### config.mk
export PLATFORM = sky130hd
export DESIGN_NAME = packed_sample_unpacker_unit
export DESIGN_NICKNAME = d
export VERILOG_FILES = /design/src/rtl/core/psu_pkg.sv /design/src/rtl/core/psu_gather.sv /design/src/rtl/core/psu_slicer.sv /design/src/rtl/core/packed_sample_unpacker_unit.sv
export SDC_FILE = /design/constraint.sdc
export NUM_CORES = 1
export LEC_CHECK = 0
export BUFFER_PORTS_ARGS = -buffer_cell sky130_fd_sc_hd__buf_4
export CORE_MARGIN = 1
export CORE_UTILIZATION = 35
export DETAILED_ROUTE_END_ITERATION = 7
export REMOVE_ABC_BUFFERS = 1
export SYNTH_ARGS = -nofsm -noshare
export SYNTH_HDL_FRONTEND = slang
export SYNTH_SLANG_ARGS = --single-unit
### constraint.sdc
create_clock -name i_clk -period 10.7 [get_ports i_clk]
set_input_delay 2.14 -clock i_clk [delete_from_list [all_inputs] [get_ports i_clk]]
set_output_delay 2.14 -clock i_clk [all_outputs]
set_load 0.02 [all_outputs]
### src/rtl/core/psu_pkg.sv
// ----------------------------------------------------------------------------
// psu_pkg
// Shared types, constants and helpers of the packed sample unpacker.
// ----------------------------------------------------------------------------
package psu_pkg;

    localparam int ROW_W           = 17;
    localparam int MAX_ROW_SAMPLES = 65536;
    localparam int CFG_DATA_W      = 17;
    localparam int CFG_INDEX_W     = 2;

    // Bits-per-sample codes
    typedef enum logic [2:0] {
        CODE_W1  = 3'd0,
        CODE_W2  = 3'd1,
        CODE_W4  = 3'd2,
        CODE_W8  = 3'd3,
        CODE_W16 = 3'd4,
        CODE_W32 = 3'd5
    } t_code;

    // Configuration register indexes
    localparam logic [CFG_INDEX_W-1:0] REG_SAMPLE_BITS = 2'd0;
    localparam logic [CFG_INDEX_W-1:0] REG_INVERT      = 2'd1;
    localparam logic [CFG_INDEX_W-1:0] REG_ROW_LEN     = 2'd2;

    // Gathered word handed from the byte gatherer to the slicer
    typedef struct packed {
        logic [31:0] value;
        t_code       code;
    } t_word;

    // Live configuration as seen by the datapath
    typedef struct packed {
        t_code            code;
        logic             invert;
        logic [ROW_W-1:0] row_len;
    } t_cfg;

    // Map the raw register code; unused codes act as 8-bit samples
    function automatic t_code decode_code(input logic [2:0] raw);
        t_code c;
        unique case (raw)
            3'd0:    c = CODE_W1;
            3'd1:    c = CODE_W2;
            3'd2:    c = CODE_W4;
            3'd4:    c = CODE_W16;
            3'd5:    c = CODE_W32;
            default: c = CODE_W8;
        endcase
        return c;
    endfunction

    // Mask of valid sample bits for a code
    function automatic logic [31:0] sample_mask(input t_code c);
        logic [31:0] m;
        unique case (c)
            CODE_W1:  m = 32'h0000_0001;
            CODE_W2:  m = 32'h0000_0003;
            CODE_W4:  m = 32'h0000_000f;
            CODE_W8:  m = 32'h0000_00ff;
            CODE_W16: m = 32'h0000_ffff;
            default:  m = 32'hffff_ffff;
        endcase
        return m;
    endfunction

endpackage

### src/rtl/core/psu_gather.sv
// ----------------------------------------------------------------------------
// psu_gather
// Collects input bytes into sample words; wide samples build up over several
// bytes in little-endian order, narrow ones pass on with every byte.
// ----------------------------------------------------------------------------
module psu_gather
    import psu_pkg::*;
(
    input  logic       i_clk,
    input  logic       i_rst_n,
    input  t_code      i_code,
    input  logic       i_accept,
    input  logic [7:0] i_raw_byte,
    output logic       o_word_valid,
    output t_word      o_word
);

    logic [1:0]  r_phase, n_phase;
    logic [23:0] r_acc, n_acc;

    // Build the next gather state and the word completed by this item
    always_comb begin
        n_phase      = r_phase;
        n_acc        = r_acc;
        o_word_valid = 1'b0;
        o_word.code  = i_code;
        o_word.value = {24'd0, i_raw_byte};
        if (i_accept) begin
            unique case (i_code)
                CODE_W16: begin
                    if (r_phase == 2'd0) begin
                        n_acc   = {16'd0, i_raw_byte};
                        n_phase = 2'd1;
                    end else begin
                        o_word_valid = 1'b1;
                        o_word.value = {16'd0, i_raw_byte, r_acc[7:0]};
                        n_acc        = '0;
                        n_phase      = 2'd0;
                    end
                end
                CODE_W32: begin
                    if (r_phase != 2'd3) begin
                        n_acc   = r_acc | (24'(i_raw_byte) << {r_phase, 3'b000});
                        n_phase = r_phase + 2'd1;
                    end else begin
                        o_word_valid = 1'b1;
                        o_word.value = {i_raw_byte, r_acc};
                        n_acc        = '0;
                        n_phase      = 2'd0;
                    end
                end
                default: begin
                    o_word_valid = 1'b1;
                    n_acc        = '0;
                    n_phase      = 2'd0;
                end
            endcase
        end
    end

    // Hold the gather state
    always_ff @(posedge i_clk) begin
        if (!i_rst_n) begin
            r_phase <= 2'd0;
            r_acc   <= '0;
        end else begin
            r_phase <= n_phase;
            r_acc   <= n_acc;
        end
    end

endmodule

### src/rtl/core/psu_slicer.sv
// ----------------------------------------------------------------------------
// psu_slicer
// Holds one gathered word, cuts it into samples one per cycle unless stalled,
// applies invert mode, tracks the row position and drives the result register.
// ----------------------------------------------------------------------------
module psu_slicer
    import psu_pkg::*;
(
    input  logic        i_clk,
    input  logic        i_rst_n,
    input  t_cfg        i_cfg,
    input  logic        i_word_valid,
    input  t_word       i_word,
    output logic        o_word_ready,
    output logic        o_out_valid,
    input  logic        i_out_ready,
    output logic [31:0] o_sample_value,
    output logic        o_row_last
);

    logic             r_word_valid, n_word_valid;
    t_word            r_word;
    logic [2:0]       r_slot, n_slot;
    logic [ROW_W-1:0] r_row_cnt, n_row_cnt;
    logic             r_out_valid, n_out_valid;
    logic [31:0]      r_sample;
    logic             r_last;

    logic             advance;
    logic             slot_end;
    logic             sample_last;
    logic             word_done;
    logic [2:0]       shamt;
    logic [7:0]       shifted;
    logic [31:0]      raw_sample;
    logic [31:0]      mask;
    logic [31:0]      sample;

    // Pick the current sample out of the held word, most significant first
    always_comb begin
        shamt   = 3'(r_slot << r_word.code[1:0]);
        shifted = r_word.value[7:0] << shamt;
        unique case (r_word.code)
            CODE_W1:  raw_sample = {31'd0, shifted[7]};
            CODE_W2:  raw_sample = {30'd0, shifted[7:6]};
            CODE_W4:  raw_sample = {28'd0, shifted[7:4]};
            default:  raw_sample = r_word.value;
        endcase
        mask   = sample_mask(r_word.code);
        sample = (i_cfg.invert ? ~raw_sample : raw_sample) & mask;
    end

    // Detect the final slot of a word and the final sample of a row
    always_comb begin
        unique case (r_word.code)
            CODE_W1: slot_end = (r_slot == 3'd7);
            CODE_W2: slot_end = (r_slot == 3'd3);
            CODE_W4: slot_end = (r_slot == 3'd1);
            default: slot_end = 1'b1;
        endcase
        sample_last = ({1'b0, r_row_cnt} + {{ROW_W{1'b0}}, 1'b1})
                      >= {1'b0, i_cfg.row_len};
    end

    // Advance one sample whenever the result register can take it
    always_comb begin
        advance      = r_word_valid && (!r_out_valid || i_out_ready);
        word_done    = advance && (slot_end || sample_last);
        o_word_ready = !r_word_valid || word_done;

        n_word_valid = r_word_valid;
        n_slot       = r_slot;
        n_row_cnt    = r_row_cnt;
        n_out_valid  = r_out_valid && !i_out_ready;

        if (advance) begin
            n_out_valid = 1'b1;
            n_slot      = r_slot + 3'd1;
            n_row_cnt   = sample_last ? '0 : r_row_cnt + 1'b1;
        end
        // Drop the pad bits once the row or the word ends
        if (word_done) begin
            n_word_valid = 1'b0;
            n_slot       = 3'd0;
        end
        if (i_word_valid && o_word_ready) begin
            n_word_valid = 1'b1;
        end
    end

    // Hold control state
    always_ff @(posedge i_clk) begin
        if (!i_rst_n) begin
            r_word_valid <= 1'b0;
            r_slot       <= 3'd0;
            r_row_cnt    <= '0;
            r_out_valid  <= 1'b0;
        end else begin
            r_word_valid <= n_word_valid;
            r_slot       <= n_slot;
            r_row_cnt    <= n_row_cnt;
            r_out_valid  <= n_out_valid;
        end
    end

    // Load word and result payloads
    always_ff @(posedge i_clk) begin
        if (i_word_valid && o_word_ready) begin
            r_word <= i_word;
        end
        if (advance) begin
            r_sample <= sample;
            r_last   <= sample_last;
        end
    end

    assign o_out_valid    = r_out_valid;
    assign o_sample_value = r_sample;
    assign o_row_last     = r_last;

endmodule

### src/rtl/core/packed_sample_unpacker_unit.sv
// ----------------------------------------------------------------------------
// packed_sample_unpacker_unit
// Unpacks raw scanline bytes into 1 to 32 bit samples with row marking.
// ----------------------------------------------------------------------------
// One byte enters per cycle while the sample slicer is free. A byte of 1, 2
// or 4 bit samples holds the slicer until its 8, 4 or 2 samples are out (fewer
// when the row ends inside the byte), as the result channel carries one
// sample a cycle; 8-bit bytes flow at one per cycle, and 16 and 32 bit samples
// take 2 and 4 bytes, one byte a cycle, while the output does not stall. Each
// sample passes the word and result registers. Configuration is written with
// i_cfg_we, i_cfg_index and i_cfg_data; write it only while the unit is idle.
module packed_sample_unpacker_unit
    import psu_pkg::*;
(
    input  logic                   i_clk,
    input  logic                   i_rst_n,
    input  logic                   i_cfg_we,
    input  logic [CFG_INDEX_W-1:0] i_cfg_index,
    input  logic [CFG_DATA_W-1:0]  i_cfg_data,
    input  logic                   i_in_valid,
    output logic                   o_in_ready,
    input  logic [7:0]             i_raw_byte,
    output logic                   o_out_valid,
    input  logic                   i_out_ready,
    output logic [31:0]            o_sample_value,
    output logic                   o_row_last
);

    logic [2:0]       r_bits_code;
    logic             r_invert;
    logic [ROW_W-1:0] r_row_len;

    t_cfg             cfg;
    logic             word_ready;
    logic             word_valid;
    t_word            word;
    logic             in_accept;

    // Configuration registers
    always_ff @(posedge i_clk) begin
        if (!i_rst_n) begin
            r_bits_code <= 3'd3;
            r_invert    <= 1'b0;
            r_row_len   <= ROW_W'(1);
        end else if (i_cfg_we) begin
            unique case (i_cfg_index)
                REG_SAMPLE_BITS: r_bits_code <= i_cfg_data[2:0];
                REG_INVERT:      r_invert    <= i_cfg_data[0];
                REG_ROW_LEN:     r_row_len   <= i_cfg_data[ROW_W-1:0];
                default: ;
            endcase
        end
    end

    // Clamp the row length into its legal range
    always_comb begin
        cfg.code   = decode_code(r_bits_code);
        cfg.invert = r_invert;
        if (r_row_len == '0) begin
            cfg.row_len = ROW_W'(1);
        end else if (r_row_len > ROW_W'(MAX_ROW_SAMPLES)) begin
            cfg.row_len = ROW_W'(MAX_ROW_SAMPLES);
        end else begin
            cfg.row_len = r_row_len;
        end
    end

    assign o_in_ready = word_ready;
    assign in_accept  = i_in_valid && word_ready;

    psu_gather u_gather (
        .i_clk        (i_clk),
        .i_rst_n      (i_rst_n),
        .i_code       (cfg.code),
        .i_accept     (in_accept),
        .i_raw_byte   (i_raw_byte),
        .o_word_valid (word_valid),
        .o_word       (word)
    );

    psu_slicer u_slicer (
        .i_clk          (i_clk),
        .i_rst_n        (i_rst_n),
        .i_cfg          (cfg),
        .i_word_valid   (word_valid),
        .i_word         (word),
        .o_word_ready   (word_ready),
        .o_out_valid    (o_out_valid),
        .i_out_ready    (i_out_ready),
        .o_sample_value (o_sample_value),
        .o_row_last     (o_row_last)
    );

    // A word is only produced by an accepted byte, so the slicer must have room
    a_word_has_room: assert property (@(posedge i_clk) disable iff (!i_rst_n)
        word_valid |-> word_ready)
        else $error("gathered word with no room in the slicer");

    // A 16-bit word carries nothing above its two bytes
    a_w16_upper_zero: assert property (@(posedge i_clk) disable iff (!i_rst_n)
        (word_valid && word.code == CODE_W16) |-> (word.value[31:16] == 16'd0))
        else $error("16-bit word has stray upper bits");

    // No result is pending right after reset
    a_reset_empty: assert property (@(posedge i_clk)
        (i_rst_n && !$past(i_rst_n)) |-> !o_out_valid)
        else $error("result valid right after reset");

endmodule
==> results by group, run 1 <==
Outcome
  • Status: complete, no violations

STA
  • Slew HR: roughly a third
  • Fin. max-slew vios: 0
  • Setup TNS: 0 ns
  • Final critical-path share of the clock period: 59.7%
  • Fin crit period: between 6 and 7 ns
  • Final Hold Viols: 0
  • Fmax: approximately 0.16 GHz
  • Worst-Margin Slew: about 1.0 ns
  • RSZ-0062 raised after global routing: false
  • Final setup violating endpoints: 0
  • Skew final: between 0.008 and 0.009 ns

Route
  • DRT Wirelength: around 15000 µm
  • Iter 0 DRT Violations: 472
  • Remaining DRCs: 0
  • Vias/cell: approximately 5.2
  • Wire per inst: between 15 and 20 µm
  • DR vias: ~5000
  • DRT antenna net count: 0
  • Initial DRT Pass Iterations: 7

Global routing
  • Initial antenna violation count: 0
  • Grt ovf: 0
  • GRT Util Overall: roughly 16%
  • First-pass GRT wire length: 24200 µm
  • Vias in the first global route: approximately 4800
  • Largest net degree at the start of global routing: 54

Logic synthesis
  • Post-synth EDFFs: 68
  • Avg Inst Size Synth: 10.3 µm²
  • Largest cells by area after synthesis: edfxtp_1, dfxtp_1, nand2_1, xnor2_1, ha_1
  • Synth Flop Type: dfxtp_1
  • Largest area contributor in the netlist: edfxtp_1
  • Seq/Total Area, Yosys: ~50%
  • Post-synth top area share: a little under a third
  • Synth Cell Area: between 0.006 and 0.007 mm²
  • Yosys cell types: 65
  • #FFs+latches synth: roughly 140
  • Syn. warnings: 0
  • Asr flop ratio synth: 0%
  • Syn Inst Count: roughly 650

Clock tree
  • CTS max path bufs: 2
  • Clock Pin Slew Worst Setup and Hold Paths: around 0.060 ns
  • Clk Latency, worst-skew pair: about 0.42 ns
  • CTS Buf Count: 17
  • # Post-CTS Setup Buffers: 0
  • Cts hold-fix bufs: 0
  • Clock Sinks: ~140
  • CTS resizes: 0
  • Root Driver: clkbuf_16
  • H-tree levels: 4
  • CTS tree: built

Finish
  • Fill count: approximately 1800
  • Fin nets: 755
  • Final core utilization: a little over two fifths
  • Area Growth Syn to Fin: 18.3%
  • Most frequent cells in the layout: nand2_1, buf_4, dfxtp_1, edfxtp_1, nor2_1
  • FF/Latch Area: around 0.0034 mm²
  • Area taken by multi-input logic gates: 0.00309 mm²
  • Layout cells sized above 1: approximately 17%
  • Most common cell after layout, fill and taps aside: nand2_1
  • Antenna cells: 0

Worst setup path
  • CP cell instances: ha_1, and3_2, nand2_1, nor3_1, nand3_1, xnor2_1, ha_1, nand4_1, o41ai_1, a221oi_2, o221a_4, inv_2, nor2_2, o21ai_0, buf_4
  • WP data required: around 8.6 ns
  • CP most frequent cell: ha_1
  • Nature of the critical path startpoint: flip-flop
  • Slowest CP cell: nor3_1
  • Worst reg2reg setup slack: between 5 and 6 ns
  • Slowest stage delay, CP: between 0.5 and 0.6 ns
  • Setup CP Type: flip-flop to output pin
  • Crit end category: output pin
  • CP Data Arrival Time: between 4 and 5 ns
  • Crit-path max FO: 13

Placement
  • HPWL reported at the end of detailed placement: ~10000 µm
  • GPL Wtd Cong: ~0.8
  • Input/output buffers: between 60 and 70

Die
  • Core Area: between 0.015 and 0.02 mm²
  • Number of top-level pins: 67
  • Initial Util: a little over a third
  • Die area: roughly 0.020 mm²
  • Die W: about 140 µm
  • # rows: 50
  • Die height: roughly 140 µm

Pwr
  • Clock network fraction of total power: approximately 43%
  • Power Total: approximately 1300 µW
  • Sw frac: around 25%
  • Net Sw Power: ~320 µW
  • Max IR drop VDD: about 0.00013 V
  • Leak: around 0.0030 µW
  • Reg power frac: about 47%
  • Pwr/cell area: about 160 mW/mm²
  • Comb pwr share: between 10% and 20%
  • Pint: approximately 950 µW

Min path
  • Class of the worst hold path: flip-flop to flip-flop

Job
  • Max-Cap Viols: 0
-- routing by layer --
metal | vias up | GRT usage [%] | part of all wire [%]
met4 | 0 | 5.66 | 1.3
met2 | 106 | 25.0 | 47
li1 | 2445 | - | -
met1 | 2329 | 20.7 | 48
met3 | 15 | 3.18 | 3.4
met5 | - | 0 | 0
-- path summary, 6_finish.rpt --
check,start,end,cells after the start
hold / removal,u_gather.r_acc[19],u_gather.r_acc[19],2
setup reg to reg,u_slicer.r_row_cnt[0],u_slicer.r_word[26],16
setup / recovery,u_slicer.r_row_cnt[0],o_in_ready,15
hold reg to reg,u_gather.r_acc[19],u_gather.r_acc[19],2
-- final cells by class --
| class | instances | area share [%] |
|---|---|---|
| tap | 234 | 3.69 |
| inverter | 15 | 0.710 |
| clock buffer | 19 | 5.46 |
| sequential | 137 | 43.2 |
| multi-input combinational | 462 | 38.9 |
| clock inverter | 13 | 1.53 |
| timing repair buffer | 69 | 6.53 |
-- sequential cells by signal, summed over array words and instances, names as in the netlist --
| name | flops |
|---|---|
| u_slicer.r_word_valid | 1 |
| u_gather.r_phase | 2 |
| r_row_len | 17 |
| u_gather.r_acc | 24 |
| u_slicer.r_slot | 3 |
| u_slicer.o_row_last | 1 |
| u_slicer.o_sample_value | 32 |
| u_slicer.o_out_valid | 1 |
| u_slicer.r_row_cnt | 17 |
| r_bits_code | 3 |
| r_invert | 1 |
| u_slicer.r_word | 35 |
-- worst max-delay path: cells and delay by family, from the launching register on --
family	cells	cell delay (ns)
and+or+nand+nor	6	1.27
buffers and inverters	2	0.41
xor gates and xnor gates	1	0.18
adders and majority gates	2	0.58
DFF	1	0.47
AOI/OAI and AO/OA	4	0.93
-- through the flow --
stage	instance area (µm²)	setup WS [ns]	std cells	hold WS [ns]
after global routing	7940	4.00	949	0.486
after detailed placement	7380	4.75	917	0.456
after global placement	7380	4.95	917	0.451
final	7940	4.31	949	0.465
after CTS	7940	4.30	949	0.472
after floorplan	6570	5.16	614	0.429
-- logic make-up (layout without fill, tap and decap cells) --
kind of cell    Yosys count  count (layout)  share of synthesized area [%]
compound gates          125             125                           13.3
xor+xnor                 48              48                           6.27
fa+ha+maj                21              21                           3.92
buf+inv                  50             116                           2.98
flops                   137             137                           51.0
mux                      20              20                           3.34
simple gates            248             248                           19.2
-- power groups by stage --
stage               logic [µW]  registers, µW  clock network, µW
global placement           126            599                  0
detailed placement         129            600                  0
CTS                        130            589                561
global route               142            591                587
finish                     129            589                549
floorplan                 66.2            609                  0
-- synth_stat cells, types with 8 or more instances --
library cell / number
a21boi_0: 25
inv_1: 13
a22o_1: 8
o21ai_0: 18
and2_1: 10
dfxtp_1: 69
ha_1: 21
nand3_1: 15
clkbuf_1: 28
nor2_1: 59
xnor2_1: 32
mux2i_1: 10
edfxtp_1: 68
nor2b_1: 16
nand2_1: 75
and3_1: 21
mux2_1: 8
a31oi_1: 18
xor2_1: 16
a21oi_1: 16
No activity file was read; power rests on OpenSTA's default activity.
==> inputs of run 2 (changes only) <==
==> constraint.sdc (replaced) <==
create_clock -name i_clk -period 6.3 [get_ports i_clk]
set_input_delay 1.26 -clock i_clk [delete_from_list [all_inputs] [get_ports i_clk]]
set_output_delay 1.26 -clock i_clk [all_outputs]
set_load 0.02 [all_outputs]
==> run 2 against run 1 <==
Compared with the run above: first-iteration DRC count decreased by 47%; clock skew increased by 0.0016 ns; register-to-register slack got worse by 4.4 ns; core utilization unchanged; hold slack improved by 0.0063 ns; critical path type unchanged; critical endpoint unchanged.
==> results by group, run 2 (synthesis results as in run 1) <==
Finish
  • Final core utilization: 42.3% (unchanged)
  • Fin nets: 755 (unchanged)
  • Area Growth Syn to Fin: 18.3% (unchanged)
  • Most frequent cells in the layout: nand2_1, buf_4, dfxtp_1, edfxtp_1, nor2_1 (unchanged)
  • Fill count: 1800 (was 1812)
  • Max FFs per register: 35 (unchanged)
  • Layout cells sized above 1: 17.5% (was 17.2%)
  • Most common cell after layout, fill and taps aside: nand2_1 (unchanged)
  • Biggest register: u_slicer.r_word (unchanged)
  • Final std cells w/o fill: 949 (unchanged)
  • Antenna cells: 0 (unchanged)

Die
  • Initial Util: 35.7% (unchanged)
  • Die W: 140 µm (unchanged)
  • Die height: 140 µm (unchanged)
  • # rows: 50 (unchanged)
  • Die area: 0.0197 mm² (unchanged)
  • Number of top-level pins: 67 (unchanged)
  • Core Area: 0.0188 mm² (unchanged)

Worst setup path
  • CP most frequent cell: ha_1 (unchanged)
  • CP cell instances: ha_1, and3_2, nand2_1, nor3_1, nand3_1, xnor2_1, ha_1, nand4_1, o41ai_1, a221oi_2, o221a_4, inv_2, nor2_2, o21ai_0, buf_4 (unchanged)
  • Slowest CP cell: nor3_1 (unchanged)
  • Setup CP Type: flip-flop to output pin (unchanged)
  • Nature of the critical path startpoint: flip-flop (unchanged)
  • Crit-path max FO: 13 (unchanged)
  • WP data required: 5.04 ns (was 8.56 ns)
  • R2R Path Start: u_slicer.r_row_cnt[0] (unchanged)
  • Worst reg2reg setup slack: 1.55 ns (was 5.98 ns)
  • Crit end category: output pin (unchanged)
  • Crit path from: u_slicer.r_row_cnt[0] (unchanged)
  • Reg2Reg Depth: 16 (unchanged)
  • Reg2Reg Capture Point: u_slicer.r_word[26] (unchanged)
  • Slowest stage delay, CP: 0.51 ns (was 0.53 ns)
  • CP Data Arrival Time: 4.25 ns (about the same)
  • Cell family with most CP delay: simple AND/OR/NAND/NOR gates (unchanged)
  • WP buf/inv: 2 (unchanged)

STA
  • RSZ-0062 raised after global routing: false (unchanged)
  • Fin. max-slew vios: 0 (unchanged)
  • Final critical-path share of the clock period: 87.5%
  • Setup TNS: 0 ns (unchanged)
  • Slew HR: 32.8% (was 32.5%)
  • Worst-Margin Slew: 1.01 ns (about the same)
  • Final hold slack: 0.471 ns (was 0.465 ns)
  • Final Hold Viols: 0 (unchanged)
  • Fmax: ~0.18 GHz
  • Final setup violating endpoints: 0 (unchanged)
  • Skew final: 0.00978 ns (was 0.00817 ns)
  • Fin crit period: 5.51 ns

Route
  • DR vias: 4882 (was 4895)
  • Wire per inst: 15.2 µm (was 15.4 µm)
  • Remaining DRCs: 0 (unchanged)
  • DRT antenna net count: 0 (unchanged)
  • Vias/cell: 5.14 (was 5.16)
  • Initial DRT Pass Iterations: 4 (was 7)
  • DRT Wirelength: 14400 µm (was 14600 µm)
  • Iter 0 DRT Violations: 249 (was 472)

Clock tree
  • Clock Sinks: 137 (unchanged)
  • CTS tree: built (unchanged)
  • CTS Buf Count: 17 (unchanged)
  • Clock Pin Slew Worst Setup and Hold Paths: 0.06 ns (about the same)
  • # Post-CTS Setup Buffers: 0 (unchanged)
  • Clk Latency, worst-skew pair: 0.42 ns (about the same)
  • Cts hold-fix bufs: 0 (unchanged)
  • Root Driver: clkbuf_16 (unchanged)
  • CTS max path bufs: 2 (unchanged)
  • H-tree levels: 4 (unchanged)
  • CTS resizes: 0 (unchanged)

Global routing
  • Vias in the first global route: 4831 (was 4784)
  • GRT Util Overall: 15.5% (was 15.6%)
  • First-pass GRT wire length: 24100 µm (was 24200 µm)
  • Initial antenna violation count: 0 (unchanged)
  • Grt ovf: 0 (unchanged)
  • Largest net degree at the start of global routing: 54 (unchanged)

Pwr
  • Max IR drop VDD: 0.000184 V (was 0.000135 V)
  • Leak: 0.00305 µW (was 0.00302 µW)
  • Pwr/cell area: 272 mW/mm² (was 160 mW/mm²)
  • Power Total: 2160 µW (was 1270 µW)

Min path
  • Class of the worst hold path: flip-flop to flip-flop (unchanged)
  • Cells on Worst Hold Path: 2 (unchanged)
  • Hold Crit Endpoint: u_gather.r_acc[11] (was u_gather.r_acc[19])
  • Hold Crit Start: u_gather.r_acc[11] (was u_gather.r_acc[19])

Placement
  • HPWL reported at the end of detailed placement: 10100 µm (was 10200 µm)
  • Placed Cells: 917 (unchanged)
  • Input/output buffers: 66 (unchanged)
  • GPL Wtd Cong: 0.847 (was 0.822)

Outcome
  • Status: complete, no violations (unchanged)

Job
  • Max-Cap Viols: 0 (unchanged)
run 2: cell count changes in the layout (fill, tap and decap cells not counted):
cell,change
clkbuf_1,-2
clkinv_4,-2
clkinvlp_4,-4
inv_6,+4
clkinv_2,+1
bufinv_16,-1
inv_8,+4
run 2: layout make-up:
type	instances	area, µm²	area share [%]
inverters	15	56.3	0.710
clock inverters	15	129	1.62
well taps	234	293	3.69
clock buffers	17	425	5.36
multi-input cells	462	3090	38.9
flip-flops and latches	137	3420	43.2
repair buffers	69	518	6.53
run 2: routing by layer:
metal	vias up	track usage [%]	wire, µm
met5	-	0	0
li1	2450	-	-
met1	2333	19.3	6780
met4	0	6.86	111
met3	13	3.90	529
met2	86	25.4	7010
run 2: power breakdown:
part           internal (µW)  switching, µW
sequential               975           23.7
combinational           87.6            131
clock                    520            420
run 2: metrics by stage:
stage / setup WS, ns / instance area, µm²
2_1_floorplan: 0.873 / 6570
3_3_place_gp: 1.41 / 7380
3_5_place_dp: 1.25 / 7380
4_1_cts: 0.779 / 7940
5_1_grt: 0.420 / 7940
6_report: 0.785 / 7940
run 2: worst reg2reg max path, stage by stage (launching register included):
cell	delay [ns]
dfxtp_1	0.46
ha_1	0.27
and3_2	0.25
nand2_1	0.08
nor3_1	0.51
nand3_1	0.17
xnor2_1	0.18
ha_1	0.31
nand4_1	0.11
o41ai_1	0.46
a221oi_2	0.14
o221a_4	0.17
a21oi_2	0.17
buf_4	0.36
o21ai_0	0.25
inv_1	0.09
buf_4	0.39
run 2: how the worst max path moves through the flow:
stage	slack (ns)	cells past startpoint	end
5_1_grt	0.42	15	o_in_ready
2_1_floorplan	0.87	14	u_slicer.r_word[0]
3_3_place_gp	1.41	15	o_in_ready
3_5_place_dp	1.25	15	o_in_ready
4_1_cts	0.78	15	o_in_ready
6_report	0.79	15	o_in_ready
==> inputs of run 3 (changes only) <==
--- a/config.mk
+++ b/config.mk
@@ -7,7 +7,7 @@
 export LEC_CHECK = 0
 export BUFFER_PORTS_ARGS = -buffer_cell sky130_fd_sc_hd__buf_4
 export CORE_MARGIN = 1
-export CORE_UTILIZATION = 35
+export CORE_UTILIZATION = 40
 export DETAILED_ROUTE_END_ITERATION = 7
 export REMOVE_ABC_BUFFERS = 1
 export SYNTH_ARGS = -nofsm -noshare
==> run 3 against run 2 <==
Compared with the run above: die area fell by 12%; sequential cell count did not move; register-to-register slack barely moved; hold slack got worse by 0.0030 ns; critical endpoint unchanged; critical path depth did not move; clock skew fell by 0.0028 ns; global-route usage rose by 1.6 points; sequential share of layout area did not move; final area did not move; clock power rose by 2.6%; via count rose by 1.8%.
==> results by group, run 3 (synthesis results as in run 1) <==
Worst setup path
  • CP cell instances: ha_1, and3_2, nand2_1, nor3_1, nand3_1, xnor2_1, ha_1, nand4_1, o41ai_1, a221oi_2, o221a_4, inv_2, nor2_2, o21ai_0, buf_4 (unchanged)
  • WP buf/inv: 2 (unchanged)
  • Reg2Reg Depth: 16 (unchanged)
  • CP most frequent cell: ha_1 (unchanged)
  • Crit-path max FO: 13 (unchanged)
  • Crit end category: output pin (unchanged)
  • Nature of the critical path startpoint: flip-flop (unchanged)
  • Levels on crit path: 15 (unchanged)
  • Cell family with most CP delay: simple AND/OR/NAND/NOR gates (unchanged)
  • Setup CP Type: flip-flop to output pin (unchanged)
  • CP Data Arrival Time: 4.26 ns (was 4.25 ns)
  • Slowest stage delay, CP: 0.51 ns (about the same)
  • WP data required: 5.04 ns (about the same)
  • Slowest CP cell: nor3_1 (unchanged)

Placement
  • GPL Wtd Cong: 0.832 (was 0.847)
  • Dpl ws: 1.23 ns (was 1.25 ns)
  • Input/output buffers: 66 (unchanged)
  • HPWL reported at the end of detailed placement: 9990 µm (was 10100 µm)
  • Placed Cells: 899 (was 917)

Global routing
  • GRT Util Overall: 17.1% (was 15.5%)
  • Vias in the first global route: 4736 (was 4831)
  • Largest net degree at the start of global routing: 54 (unchanged)
  • Grt ovf: 0 (unchanged)
  • First-pass GRT wire length: 23600 µm (was 24100 µm)
  • Initial antenna violation count: 0 (unchanged)

Pwr
  • Pwr/cell area: 275 mW/mm² (was 272 mW/mm²)
  • Max IR drop VDD: 0.000179 V (was 0.000184 V)
  • Leak: 0.00304 µW (was 0.00305 µW)

Finish
  • Fin nets: 755 (unchanged)
  • Final core utilization: 49.2% (was 42.3%)
  • Most frequent cells in the layout: nand2_1, buf_4, dfxtp_1, edfxtp_1, nor2_1 (unchanged)
  • Max FFs per register: 35 (unchanged)
  • Most common cell after layout, fill and taps aside: nand2_1 (unchanged)
  • Layout cells sized above 1: 17.2% (was 17.5%)
  • Biggest register: u_slicer.r_word (unchanged)
  • Fill count: 1496 (was 1800)
  • Final std cells w/o fill: 931 (was 949)
  • Area Growth Syn to Fin: 18.3% (unchanged)
  • Antenna cells: 0 (unchanged)

Route
  • DRT antenna net count: 0 (unchanged)
  • Vias/cell: 5.34 (was 5.14)
  • Initial DRT Pass Iterations: 5 (was 4)
  • DRT Wirelength: 14300 µm (was 14400 µm)
  • Wire per inst: 15.3 µm (was 15.2 µm)
  • DR vias: 4971 (was 4882)
  • Remaining DRCs: 0 (unchanged)
  • Iter 0 DRT Violations: 328 (was 249)

STA
  • Worst-Margin Slew: 1.05 ns (was 1.01 ns)
  • Fmax: 0.181 GHz (about the same)
  • Final setup margin: 0.784 ns (was 0.785 ns)
  • Skew final: 0.00696 ns (was 0.00978 ns)
  • Final critical-path share of the clock period: 87.6% (was 87.5%)
  • Final Hold Viols: 0 (unchanged)
  • Setup TNS: 0 ns (unchanged)
  • Final setup violating endpoints: 0 (unchanged)
  • RSZ-0062 raised after global routing: false (unchanged)
  • Fin. max-slew vios: 0 (unchanged)
  • Slew HR: 29.8% (was 32.8%)
  • Fin crit period: 5.52 ns (was 5.51 ns)

Die
  • # rows: 46 (was 50)
  • Core Area: 0.0161 mm² (was 0.0188 mm²)
  • Die W: 132 µm (was 140 µm)
  • Initial Util: 41.6% (was 35.7%)
  • Number of top-level pins: 67 (unchanged)
  • Die area: 0.0173 mm² (was 0.0197 mm²)
  • Die height: 132 µm (was 140 µm)

Min path
  • Class of the worst hold path: flip-flop to flip-flop (unchanged)
  • Cells on Worst Hold Path: 2 (unchanged)

Clock tree
  • CTS max path bufs: 2 (unchanged)
  • Clock Sinks: 137 (unchanged)
  • Clock Pin Slew Worst Setup and Hold Paths: 0.05 ns (was 0.06 ns)
  • CTS tree: built (unchanged)
  • Root Driver: clkbuf_16 (unchanged)
  • Clk Latency, worst-skew pair: 0.41 ns (was 0.42 ns)
  • Cts hold-fix bufs: 0 (unchanged)
  • CTS resizes: 0 (unchanged)
  • # Post-CTS Setup Buffers: 0 (unchanged)
  • CTS Buf Count: 17 (unchanged)
  • H-tree levels: 4 (unchanged)

Outcome
  • Status: complete, no violations (unchanged)

Job
  • Max-Cap Viols: 0 (unchanged)
[run 3: cell types whose count changed in the layout (fill, tap and decap cells not counted), sizes merged]
cell      before  now
clkbuf        17   18
bufinv         0    2
clkinvlp       0    3
inv           25   17
clkinv         5    7
[run 3: path summary, 6_finish.rpt]
path	startpoint	end	slack (ns)
worst max-delay path	u_slicer.r_row_cnt[0]	o_in_ready	0.78
worst max register to register	u_slicer.r_row_cnt[0]	u_slicer.r_word[19]	1.54
worst min register to register	u_gather.r_acc[23]	u_gather.r_acc[23]	0.47
worst min-delay path	u_gather.r_acc[23]	u_gather.r_acc[23]	0.47
[run 3: through the flow]
stage	power, µW	hold slack [ns]	instance area (µm²)
after floorplan	1150	0.429	6570
after global placement	1230	0.444	7360
after detailed placement	1240	0.454	7360
after CTS	2200	0.469	7940
after global routing	2260	0.491	7940
final	2180	0.468	7940
[run 3: power by group]
group / switching, µW / internal [µW]
Combinational: 131 / 87.6
Sequential: 23.7 / 976
Clock: 379 / 584
[run 3: area by class of cell]
class,instances,area (µm²),area share [%]
multi-input combinational,462,3090,38.9
sequential,137,3420,43.2
tap,216,270,3.41
timing repair buffer,69,518,6.53
clock buffer,18,429,5.41
inverter,15,56.3,0.710
clock inverter,14,148,1.86
[run 3: layer usage]
layer	vias to the layer above	track usage (%)	routed length, µm
li1	2448	-	-
met1	2386	22.1	6800
met2	122	27.9	6740
met3	15	3.40	530
met4	0	6.85	196
met5	-	0	0
[run 3: worst register-to-register path: stages (launching register included)]
cell and delay (ns):
dfxtp_1 0.46, ha_1 0.26, and3_2 0.25, nand2_1 0.09
nor3_1 0.51, nand3_1 0.23, xnor2_1 0.19, ha_1 0.30
nand4_1 0.10, o41ai_1 0.40, a221oi_2 0.14, o221a_4 0.18
a21oi_2 0.17, buf_4 0.35, o21ai_0 0.26, inv_1 0.10
buf_4 0.39
